[src/hdl/flowlet_gap_pfc_pause_generator_assert.svh]
// Assertion macros for the pause generator.
`ifndef FLOWLET_GAP_PFC_PAUSE_GENERATOR_ASSERT_SVH
`define FLOWLET_GAP_PFC_PAUSE_GENERATOR_ASSERT_SVH
`ifndef SYNTHESIS
`define FGPG_ASSERT_SAME(label, clk, rst, ante, cons) \
   label: assert property (@(posedge clk) disable iff (rst) (ante) |-> (cons)) \
      else $error("fgpg check failed");
`define FGPG_ASSERT_NEXT(label, clk, rst, ante, cons) \
   label: assert property (@(posedge clk) disable iff (rst) (ante) |=> (cons)) \
      else $error("fgpg check failed");
`else
`define FGPG_ASSERT_SAME(label, clk, rst, ante, cons)
`define FGPG_ASSERT_NEXT(label, clk, rst, ante, cons)
`endif
`endif

[src/hdl/fgpg_pkg.sv]
`default_nettype none
package fgpg_pkg;

   localparam int unsigned PRIORITY_COUNT   = 8;
   localparam int unsigned PRIO_W           = 3;
   localparam int unsigned PAD_BYTES_DEFAULT = 16;
   localparam int unsigned HDR_BYTES        = 14 + 4 + 2 * PRIORITY_COUNT;
   localparam int unsigned STAMP_W          = 48;
   localparam int unsigned QUANTA_W         = 16;
   localparam int unsigned CNT_W            = 6;
   localparam int unsigned POS_W            = 6;
   localparam int unsigned CSR_INDEX_W      = 3;

   localparam logic [2:0] CSR_GAP_MINIMUM   = 3'd0;
   localparam logic [2:0] CSR_FLOWLET_TMO   = 3'd1;
   localparam logic [2:0] CSR_QUANTA_DUR    = 3'd2;
   localparam logic [2:0] CSR_OWN_MAC       = 3'd3;
   localparam logic [2:0] CSR_PAUSE_DEST    = 3'd4;
   localparam logic [2:0] CSR_PRIO_MODE     = 3'd5;

   localparam logic [5:0] POS_STAMP_FIRST   = 6'd6;
   localparam logic [5:0] POS_STAMP_LAST    = 6'd11;
   localparam logic [5:0] POS_SERVICE       = 6'd15;
   localparam logic [5:0] POS_PROTOCOL      = 6'd23;
   localparam logic [5:0] POS_PORT_HIGH     = 6'd34;
   localparam logic [5:0] POS_CHECK         = 6'd35;
   localparam logic [5:0] POS_SAT           = 6'd36;

   localparam logic [5:0] OFS_SRC_MAC       = 6'd6;
   localparam logic [5:0] OFS_TYPE          = 6'd12;
   localparam logic [5:0] OFS_OPCODE        = 6'd14;
   localparam logic [5:0] OFS_PEV           = 6'd16;
   localparam logic [5:0] OFS_QUANTA        = 6'd18;
   localparam logic [5:0] OFS_QUANTA_LAST   = 6'd33;

   localparam logic [15:0] ROCE_PORT        = 16'd4791;
   localparam logic [7:0]  TCP_PROTO        = 8'd6;
   localparam logic [15:0] CTRL_TYPE        = 16'h8808;
   localparam logic [15:0] PFC_OPCODE       = 16'h0101;
   localparam logic [15:0] ALL_PRIO         = 16'h00ff;
   localparam logic [47:0] DEST_MAC_RESET   = 48'he8ebd358a02c;
   localparam logic [47:0] TIMEOUT_RESET    = 48'd65534;

endpackage
`default_nettype wire

[src/hdl/fgpg_divider.sv]
`default_nettype none
module fgpg_divider import fgpg_pkg::*; #(
   parameter int unsigned WIDTH = QUANTA_W
) (
   input  wire logic             clock,
   input  wire logic             reset,
   input  wire logic             start,
   input  wire logic [WIDTH-1:0] dividend,
   input  wire logic [WIDTH-1:0] divisor,
   output logic                  done,
   output logic [WIDTH-1:0]      quotient
);

   localparam int unsigned STEP_W = (WIDTH > 1) ? $clog2(WIDTH) : 1;

   logic               busy_ff, busy_in;
   logic [STEP_W-1:0]  step_ff, step_in;
   logic [WIDTH-1:0]   rem_ff, rem_in;
   logic [WIDTH-1:0]   quo_ff, quo_in;
   logic               done_ff, done_in;
   logic [WIDTH:0]     trial;
   logic [WIDTH:0]     diff;
   logic               fits;

   always_comb begin
      trial   = {rem_ff, quo_ff[WIDTH-1]};
      diff    = trial - {1'b0, divisor};
      fits    = trial >= {1'b0, divisor};
      busy_in = busy_ff;
      step_in = step_ff;
      rem_in  = rem_ff;
      quo_in  = quo_ff;
      done_in = 1'b0;
      if (start) begin
         busy_in = 1'b1;
         step_in = '0;
         rem_in  = '0;
         quo_in  = dividend;
      end else if (busy_ff) begin
         rem_in  = fits ? diff[WIDTH-1:0] : trial[WIDTH-1:0];
         quo_in  = {quo_ff[WIDTH-2:0], fits};
         step_in = step_ff + 1'b1;
         if (step_ff == STEP_W'(WIDTH - 1)) begin
            busy_in = 1'b0;
            done_in = 1'b1;
         end
      end
   end

   always_ff @(posedge clock) begin
      if (reset) begin
         busy_ff <= 1'b0;
         step_ff <= '0;
         done_ff <= 1'b0;
      end else begin
         busy_ff <= busy_in;
         step_ff <= step_in;
         done_ff <= done_in;
      end
      rem_ff <= rem_in;
      quo_ff <= quo_in;
   end

   assign done     = done_ff;
   assign quotient = quo_ff;

endmodule
`default_nettype wire

[src/hdl/flowlet_gap_pfc_pause_generator.sv]
`default_nettype none
// Flowlet gap PFC pause generator.
// req_* carries received Ethernet/IPv4 frame bytes, one byte per transfer, tlast on the
// final byte. rsp_* carries generated PFC pause frames, one byte per transfer, tlast on
// the final byte (34 + PAD_BYTES bytes). csr_* writes the six configuration registers
// by index and is always ready; the user must use it only while the block is idle, as
// the block does not enforce this. Bytes are taken one per cycle while the block is idle.
// When the byte at offset 35 closes a non-TCP header with source port 4791, the source
// MAC stamp is checked against the stored stamp by a bit-serial subtract and compare,
// during which req_tready stays low. If the delta lies within [gap minimum, flow idle
// limit], a 16-step bit-serial divide forms the quanta and the pause frame follows, one
// byte per cycle while rsp_tready allows, so input stays stalled until the last pause
// byte is issued. All other bytes are taken without stalling the input.
// rsp has one output register; a stall on rsp_tready holds the byte and stops frame
// generation, which holds the input side in turn.
// Reset (synchronous, active high) restores the register defaults, clears the stored
// stamp and captured header fields, and returns the byte offset to zero.
`include "flowlet_gap_pfc_pause_generator_assert.svh"
module flowlet_gap_pfc_pause_generator import fgpg_pkg::*; #(
   parameter int unsigned PAD_BYTES = PAD_BYTES_DEFAULT
) (
   input  wire logic                   clock,
   input  wire logic                   reset,
   input  wire logic                   req_tvalid,
   output logic                        req_tready,
   input  wire logic [7:0]             req_tdata,   // rx_byte[7:0]
   input  wire logic                   req_tlast,
   output logic                        rsp_tvalid,
   input  wire logic                   rsp_tready,
   output logic [7:0]                  rsp_tdata,   // tx_byte[7:0]
   output logic                        rsp_tlast,
   input  wire logic                   csr_valid,
   output logic                        csr_ready,
   input  wire logic [CSR_INDEX_W-1:0] csr_index,
   input  wire logic [STAMP_W-1:0]     csr_wdata
);

   localparam int unsigned FRAME_LEN = HDR_BYTES + PAD_BYTES;

   typedef enum logic [3:0] {
      S_IDLE = 4'b0001,
      S_DIFF = 4'b0010,
      S_DIV  = 4'b0100,
      S_EMIT = 4'b1000
   } state_type;

   logic [STAMP_W-1:0]  gap_minimum_ff;
   logic [STAMP_W-1:0]  flow_idle_limit_ff;
   logic [QUANTA_W-1:0] quanta_duration_ff;
   logic [STAMP_W-1:0]  own_mac_ff;
   logic [STAMP_W-1:0]  pause_dest_mac_ff;
   logic                per_priority_mode_ff;

   state_type           state_ff, state_in;
   logic [CNT_W-1:0]    cnt_ff, cnt_in;
   logic [POS_W-1:0]    pos_ff, pos_in;
   logic [STAMP_W-1:0]  stamp_ff, stamp_in;
   logic [STAMP_W-1:0]  prev_ff, prev_in;
   logic [7:0]          service_ff, service_in;
   logic [7:0]          protocol_ff, protocol_in;
   logic [7:0]          port_high_ff, port_high_in;
   logic                borrow_ff, borrow_in;
   logic                lt_ff, lt_in;
   logic                gt_ff, gt_in;
   logic [1:0]          carry_ff, carry_in;
   logic [QUANTA_W-1:0] stop_ff, stop_in;
   logic                rsp_valid_ff, rsp_valid_in;
   logic [7:0]          rsp_data_ff, rsp_data_in;
   logic                rsp_last_ff, rsp_last_in;

   logic                accept;
   logic                div_start;
   logic                div_done;
   logic [QUANTA_W-1:0] quanta;
   logic                bit_c, bit_p, bit_d, bit_g, bit_t;
   logic [2:0]          stop_sum;
   logic [PRIO_W-1:0]   prio;
   logic [15:0]         pev;
   logic [CNT_W-1:0]    q_off;
   logic                q_en;
   logic [7:0]          tx_byte;
   logic                out_free;

   function automatic logic [7:0] mac_byte(input logic [STAMP_W-1:0] mac,
                                           input logic [2:0] sel);
      return mac[{sel, 3'b000} +: 8];
   endfunction

   fgpg_divider #(
      .WIDTH (QUANTA_W)
   ) u_divider (
      .clock    (clock),
      .reset    (reset),
      .start    (div_start),
      .dividend (stop_ff),
      .divisor  (quanta_duration_ff),
      .done     (div_done),
      .quotient (quanta)
   );

   assign csr_ready  = 1'b1;
   assign req_tready = (state_ff == S_IDLE);
   assign accept     = req_tvalid && req_tready;
   assign rsp_tvalid = rsp_valid_ff;
   assign rsp_tdata  = rsp_data_ff;
   assign rsp_tlast  = rsp_last_ff;
   assign out_free   = !rsp_valid_ff || rsp_tready;

   assign prio = service_ff[7:5];
   assign pev  = per_priority_mode_ff ? (16'd1 << prio) : ALL_PRIO;

   always_ff @(posedge clock) begin
      if (reset) begin
         gap_minimum_ff       <= '0;
         flow_idle_limit_ff   <= TIMEOUT_RESET;
         quanta_duration_ff   <= QUANTA_W'(1);
         own_mac_ff           <= '0;
         pause_dest_mac_ff    <= DEST_MAC_RESET;
         per_priority_mode_ff <= 1'b0;
      end else if (csr_valid && csr_ready) begin
         case (csr_index)
            CSR_GAP_MINIMUM: gap_minimum_ff       <= csr_wdata;
            CSR_FLOWLET_TMO: flow_idle_limit_ff   <= csr_wdata;
            CSR_QUANTA_DUR:  quanta_duration_ff   <= csr_wdata[QUANTA_W-1:0];
            CSR_OWN_MAC:     own_mac_ff           <= csr_wdata;
            CSR_PAUSE_DEST:  pause_dest_mac_ff    <= csr_wdata;
            CSR_PRIO_MODE:   per_priority_mode_ff <= csr_wdata[0];
            default: ;
         endcase
      end
   end

   // serial subtract and compare, LSB first
   always_comb begin
      bit_c    = stamp_ff[0];
      bit_p    = prev_ff[0];
      bit_d    = bit_c ^ bit_p ^ borrow_ff;
      bit_g    = gap_minimum_ff[cnt_ff];
      bit_t    = flow_idle_limit_ff[cnt_ff];
      stop_sum = {2'b00, bit_t} + {2'b00, ~bit_d} + {1'b0, carry_ff};
   end

   always_comb begin
      q_off   = cnt_ff - OFS_QUANTA;
      q_en    = !per_priority_mode_ff || (q_off[PRIO_W:1] == prio);
      case (cnt_ff) inside
         [6'd0 : 6'd5]:                 tx_byte = mac_byte(pause_dest_mac_ff,
                                                           3'(6'd5 - cnt_ff));
         [OFS_SRC_MAC : 6'd11]:         tx_byte = mac_byte(own_mac_ff, 3'(6'd11 - cnt_ff));
         OFS_TYPE:                      tx_byte = CTRL_TYPE[15:8];
         OFS_TYPE + 6'd1:               tx_byte = CTRL_TYPE[7:0];
         OFS_OPCODE:                    tx_byte = PFC_OPCODE[15:8];
         OFS_OPCODE + 6'd1:             tx_byte = PFC_OPCODE[7:0];
         OFS_PEV:                       tx_byte = pev[15:8];
         OFS_PEV + 6'd1:                tx_byte = pev[7:0];
         [OFS_QUANTA : OFS_QUANTA_LAST]: tx_byte = !q_en ? 8'h00 :
                                                  (q_off[0] ? quanta[7:0] : quanta[15:8]);
         default:                       tx_byte = 8'h00;
      endcase
   end

   always_comb begin
      state_in     = state_ff;
      cnt_in       = cnt_ff;
      pos_in       = pos_ff;
      stamp_in     = stamp_ff;
      prev_in      = prev_ff;
      service_in   = service_ff;
      protocol_in  = protocol_ff;
      port_high_in = port_high_ff;
      borrow_in    = borrow_ff;
      lt_in        = lt_ff;
      gt_in        = gt_ff;
      carry_in     = carry_ff;
      stop_in      = stop_ff;
      div_start    = 1'b0;
      rsp_valid_in = rsp_valid_ff && !rsp_tready;
      rsp_data_in  = rsp_data_ff;
      rsp_last_in  = rsp_last_ff;

      case (state_ff)
         S_IDLE: begin
            if (accept) begin
               if (pos_ff >= POS_STAMP_FIRST && pos_ff <= POS_STAMP_LAST) begin
                  stamp_in = {stamp_ff[STAMP_W-9:0], req_tdata};
               end else if (pos_ff == POS_SERVICE) begin
                  service_in = req_tdata;
               end else if (pos_ff == POS_PROTOCOL) begin
                  protocol_in = req_tdata;
               end else if (pos_ff == POS_PORT_HIGH) begin
                  port_high_in = req_tdata;
               end else if (pos_ff == POS_CHECK) begin
                  if (protocol_ff != TCP_PROTO && {port_high_ff, req_tdata} == ROCE_PORT) begin
                     state_in  = S_DIFF;
                     cnt_in    = '0;
                     borrow_in = 1'b0;
                     lt_in     = 1'b0;
                     gt_in     = 1'b0;
                     carry_in  = 2'd2;
                  end
               end
               if (req_tlast) begin
                  pos_in = '0;
               end else if (pos_ff < POS_SAT) begin
                  pos_in = pos_ff + 1'b1;
               end
            end
         end
         S_DIFF: begin
            stamp_in  = {bit_c, stamp_ff[STAMP_W-1:1]};
            prev_in   = {bit_c, prev_ff[STAMP_W-1:1]};
            borrow_in = (!bit_c && bit_p) || (!(bit_c ^ bit_p) && borrow_ff);
            lt_in     = (!bit_d && bit_g) || (!(bit_d ^ bit_g) && lt_ff);
            gt_in     = (bit_d && !bit_t) || (!(bit_d ^ bit_t) && gt_ff);
            carry_in  = stop_sum[2:1];
            if (cnt_ff < CNT_W'(QUANTA_W)) begin
               stop_in = {stop_sum[0], stop_ff[QUANTA_W-1:1]};
            end
            cnt_in = cnt_ff + 1'b1;
            if (cnt_ff == CNT_W'(STAMP_W - 1)) begin
               if (!borrow_in && !lt_in && !gt_in) begin
                  state_in  = S_DIV;
                  div_start = 1'b1;
               end else begin
                  state_in = S_IDLE;
               end
            end
         end
         S_DIV: begin
            if (div_done) begin
               state_in = S_EMIT;
               cnt_in   = '0;
            end
         end
         S_EMIT: begin
            if (out_free) begin
               rsp_valid_in = 1'b1;
               rsp_data_in  = tx_byte;
               rsp_last_in  = (cnt_ff == CNT_W'(FRAME_LEN - 1));
               cnt_in       = cnt_ff + 1'b1;
               if (cnt_ff == CNT_W'(FRAME_LEN - 1)) begin
                  state_in = S_IDLE;
               end
            end
         end
         default: begin
            state_in = S_IDLE;
         end
      endcase
   end

   always_ff @(posedge clock) begin
      if (reset) begin
         state_ff     <= S_IDLE;
         cnt_ff       <= '0;
         pos_ff       <= '0;
         stamp_ff     <= '0;
         prev_ff      <= '0;
         service_ff   <= '0;
         protocol_ff  <= '0;
         port_high_ff <= '0;
         rsp_valid_ff <= 1'b0;
      end else begin
         state_ff     <= state_in;
         cnt_ff       <= cnt_in;
         pos_ff       <= pos_in;
         stamp_ff     <= stamp_in;
         prev_ff      <= prev_in;
         service_ff   <= service_in;
         protocol_ff  <= protocol_in;
         port_high_ff <= port_high_in;
         rsp_valid_ff <= rsp_valid_in;
      end
      borrow_ff   <= borrow_in;
      lt_ff       <= lt_in;
      gt_ff       <= gt_in;
      carry_ff    <= carry_in;
      stop_ff     <= stop_in;
      rsp_data_ff <= rsp_data_in;
      rsp_last_ff <= rsp_last_in;
   end

   `FGPG_ASSERT_SAME(a_state_onehot, clock, reset, 1'b1, $onehot(state_ff))
   `FGPG_ASSERT_SAME(a_done_in_div, clock, reset, div_done, state_ff == S_DIV)
   `FGPG_ASSERT_NEXT(a_rsp_hold, clock, reset, rsp_valid_ff && !rsp_tready,
                     rsp_valid_ff && $stable(rsp_data_ff) && $stable(rsp_last_ff))
   `FGPG_ASSERT_NEXT(a_diff_exit, clock, reset,
                     state_ff == S_DIFF && cnt_ff == CNT_W'(STAMP_W - 1),
                     state_ff == S_IDLE || state_ff == S_DIV)

endmodule
`default_nettype wire

[config.mk]
export PLATFORM = sky130hd
export DESIGN_NAME = flowlet_gap_pfc_pause_generator
export DESIGN_NICKNAME = d
export VERILOG_FILES = /design/src/hdl/fgpg_pkg.sv /design/src/hdl/fgpg_divider.sv /design/src/hdl/flowlet_gap_pfc_pause_generator.sv
export VERILOG_INCLUDE_DIRS = /design/src /design/src/hdl
export SDC_FILE = /design/constraint.sdc
export NUM_CORES = 1
export LEC_CHECK = 0
export BUFFER_PORTS_ARGS = -buffer_cell sky130_fd_sc_hd__buf_2
export CAP_MARGIN = 20
export CORE_MARGIN = 8
export CORE_UTILIZATION = 34
export CTS_BUF_LIST = sky130_fd_sc_hd__clkbuf_8
export DETAILED_ROUTE_END_ITERATION = 8
export PLACE_DENSITY = 0.49
export SYNTH_ARGS = -nofsm -noshare
export SYNTH_HDL_FRONTEND = slang
export SYNTH_SLANG_ARGS = --single-unit
[constraint.sdc]
create_clock -name clock -period 5.2 [get_ports clock]
set_input_delay 0.78 -clock clock [delete_from_list [all_inputs] [get_ports clock]]
set_output_delay 0.78 -clock clock [all_outputs]
set_load 0.005 [all_outputs]
==> impl_metrics.py <==
metrics = {
    "outcome": {
        "status": "finished, final reports clean",
    },
    "yosys": {
        "syn_area_um2": 18400,
        "synth_flop_cell": "dfxtp_1",
        "synth_compound_area_frac": 0.133,
        "synth_top_family_by_area": "simple AND/OR/NAND/NOR gates",
        "syn_nets": 2234,
        "synthAdderAreaFrac": 0.0236,
        "ys_types": 76,
        "yosys.area_share.simple": 0.221,
        "yosys_warnings": 0,
        "seq_area_frac_synth": 0.469,
        "synth_seq_cells": 409,
        "synth_edf_count": 46,
        "synth-async-reset-ratio": 0,
        "muxShareOfSynthArea": 0.0982,
        "syn_area_per_cell_um2": 8.63,
        "syn_inst": 2136,
        "yosys.area_share.xor_xnor": 0.0102,
    },
    "cells_and_area": {
        "areaGrowthSynthToFinish_pct": 12.4,
        "seqCellArea_um2": 8650,
        "fin_nets": 2252,
        "multi_input_area_um2": 9000,
        "stdcell_area_um2": 20700,
        "n_fill_cell": 5553,
        "drive_above_1_share": 0.133,
    },
    "hold_path": {
        "min_from": "csr_wdata[28]",
        "min_to": "pause_dest_mac_ff[28]$_SDFFE_PP1P_",
        "worstHoldPathCells": 3,
        "min-delay-path-class": "primary input to flop",
    },
    "floorplanning": {
        "core_um2": 53700,
        "pin_count": 77,
        "initial_core_util": 0.343,
        "dieArea_um2": 61900,
        "die-width_um": 249,
        "die_h_um": 249,
        "core.rowCount": 85,
    },
    "critical_path": {
        "start_kind": "flop",
        "reg2reg_slack_ps": 1020,
        "worstPathMaxFanout": 35,
        "path_class": "flop to flop",
        "r2r-end": "u_divider.quotient[7]$_DFFE_PP_",
        "critPathLaunch": "cnt_ff[0]$_SDFFE_PP0P_",
        "crit_arrival_ps": 4540,
        "end_kind": "flop",
        "reg2reg_depth": 12,
        "reg2reg_from": "cnt_ff[0]$_SDFFE_PP0P_",
        "cp.required_ps": 5560,
    },
    "power": {
        "switching_share": 0.260,
        "power.static_leakage_nw": 7.28,
        "powerDensity_nw_per_um2": 332,
        "power.internal_w": 0.00508,
        "seqPwrFrac": 0.480,
        "combPwrFrac": 0.097,
        "clkPwrFrac": 0.423,
        "ir_drop_mv": 0.197,
        "switchingPower_w": 0.00179,
    },
    "cts": {
        "clk_path_buf_depth": 3,
        "root_buffer": "clkbuf_8",
        "post_cts_resized": 0,
        "cts_buffers": 74,
        "cts_tree": "done",
        "htreeDepth": 3,
        "cts_setup_buffers": 0,
        "numClockSinks": 409,
        "path_clk_slew_ps": 60,
        "cts_hold_buf": 0,
        "clock_latency_ps": 630,
    },
    "placed_design": {
        "port_buffers": 75,
        "hpwl_um": 34300,
        "placed_area_um2": 19300,
        "gp_congestion": 0.803,
    },
    "global_route": {
        "grt_max_degree": 147,
        "grt_overflow_total": 0,
        "grt_antenna_before_repair": 2,
        "grt_pass1_vias": 14500,
        "grt_pass1_wl_um": 80900,
        "track_usage": 0.160,
    },
    "timing": {
        "fin_tns_setup_ps": 0,
        "tightest_slew_ps": 1020,
        "fin_crit_ps": 4180,
        "max_slew_margin": 0.322,
        "skew_ps": 42.1,
        "min_period_over_period": 0.803,
        "drv_slew": 0,
        "final-hold-violation-count": 0,
        "rsz0062_at_grt": "no",
        "fmax_mhz": 240,
        "finalSetupViolations": 0,
    },
    "detailed_routing": {
        "avgRoutedWirePerCell_um": 17.6,
        "drt-total-wl_um": 51100,
        "final_antenna_net_count": 0,
        "vias_per_cell": 5.14,
        "dr.pass1.iters": 5,
        "drc": 0,
        "vias": 14900,
        "drtIter0Drc": 1038,
    },
    "job": {
        "maxCapViolCount": 0,
    },
}
layout by cell type, fill, tap and decap left out, types with 14 or more instances in the layout:
cell type | Yosys | final
a211oi_1 | 14 | 14
nor3_1 | 18 | 17
mux4_2 | 46 | 46
inv_1 | 34 | 62
edfxtp_1 | 46 | 46
o21ai_0 | 34 | 34
nand3b_1 | 42 | 42
dfxtp_1 | 363 | 361
mux2_2 | 27 | 27
nand2_1 | 654 | 654
nor2_1 | 134 | 134
ha_1 | 30 | 30
clkbuf_8 | 0 | 87
a311oi_1 | 48 | 48
mux2i_1 | 47 | 47
a21oi_1 | 251 | 251
buf_2 | 27 | 74
buf_4 | 7 | 25
critical path, stage by stage, from the launching register on:
cell and delay, ps:
dfxtp_4 630, buf_4 270, mux4_2 530, mux4_2 510, a22oi_1 200, nand2_1 130, ha_1 300, a21oi_1 170
nand3_1 120, nor2_1 130, and2_1 160, buf_4 400, mux2_2 380
stage by stage:
| step | total power, W | cells | hold slack [ps] | setup WS (ps) | util |
|---|---|---|---|---|---|
| 5_1_grt | 0.00720 | 2899 | 403 | 709 | 0.386 |
| 4_1_cts | 0.00699 | 2898 | 362 | 926 | 0.386 |
| 6_report | 0.00687 | 2900 | 440 | 1020 | 0.386 |
| 2_1_floorplan | 0.00385 | 2136 | 420 | 1310 | - |
| 3_3_place_gp | 0.00402 | 2771 | 429 | 892 | 0.358 |
| 3_5_place_dp | 0.00403 | 2774 | 435 | 939 | 0.360 |
cell type report:
class	instances	area share
inverters	34	0.00616
repair buffers	104	0.0322
clock inverters	37	0.00972
multi-input cells	1531	0.434
flip-flops and latches	409	0.418
well taps	696	0.0420
diodes	2	0.000242
clock buffers	87	0.0578
registers in the layout (all words and copies together), names as in the netlist, 4 cells and up:
register / count
u_divider.rem_ff: 16
quanta_duration_ff: 16
stamp_ff: 48
protocol_ff: 8
cnt_ff: 6
rsp_tdata: 8
u_divider.step_ff: 4
port_high_ff: 8
flow_idle_limit_ff: 48
pause_dest_mac_ff: 48
gap_minimum_ff: 48
u_divider.quotient: 16
state_ff: 4
pos_ff: 6
prev_ff: 48
stop_ff: 16
own_mac_ff: 48
worst max path at each step:
stage | to | slack (ps)
final | u_divider.quotient[7]$_DFFE_PP_ | 1020
after detailed placement | u_divider.quotient[11]$_DFFE_PP_ | 940
after floorplan | u_divider.quotient[10]$_DFFE_PP_ | 1310
after global routing | u_divider.quotient[5]$_DFFE_PP_ | 710
after global placement | u_divider.quotient[10]$_DFFE_PP_ | 890
after CTS | u_divider.quotient[7]$_DFFE_PP_ | 930
layer usage:
| layer | vias up | share of wire | track usage |
|---|---|---|---|
| met5 | - | 0.00025 | 0 |
| met4 | 2 | 0.025 | 0.0537 |
| met3 | 92 | 0.042 | 0.0312 |
| met2 | 297 | 0.46 | 0.259 |
| met1 | 7122 | 0.47 | 0.214 |
| li1 | 7392 | - | - |
cells by family (layout without fill, tap and decap cells):
logic type	Yosys count	in the layout
buffers and inverters	196	262
XOR/XNOR	20	20
AND/OR/NAND/NOR	949	949
multiplexers	120	120
flip-flops	409	409
other	1	3
adder cells (fa/ha/maj)	33	33
AO/OA/AOI/OAI	408	408
cell usage after synthesis, types with 18 or more instances:
master	number	area, um2
o21ai_0	34	170
a311oi_1	48	420
edfxtp_1	46	1380
nor2_1	134	503
nand2_1	654	2450
nand3b_1	42	315
mux4_2	46	1040
nor3_1	18	90.1
dfxtp_1	363	7270
inv_1	34	128
buf_2	27	135
ha_1	30	375
a21oi_1	251	1260
mux2_2	27	304
clkbuf_1	113	424
mux2i_1	47	470
power by group through the flow:
stage | Clock (W) | Sequential, W | Combinational (W)
5_1_grt | 0.00315 | 0.00330 | 0.000746
2_1_floorplan | 0 | 0.00335 | 0.000499
3_3_place_gp | 0 | 0.00336 | 0.000662
3_5_place_dp | 0 | 0.00336 | 0.000670
6_report | 0.00291 | 0.00330 | 0.000669
4_1_cts | 0.00302 | 0.00330 | 0.000672
Power figures use the tool's default switching activity.
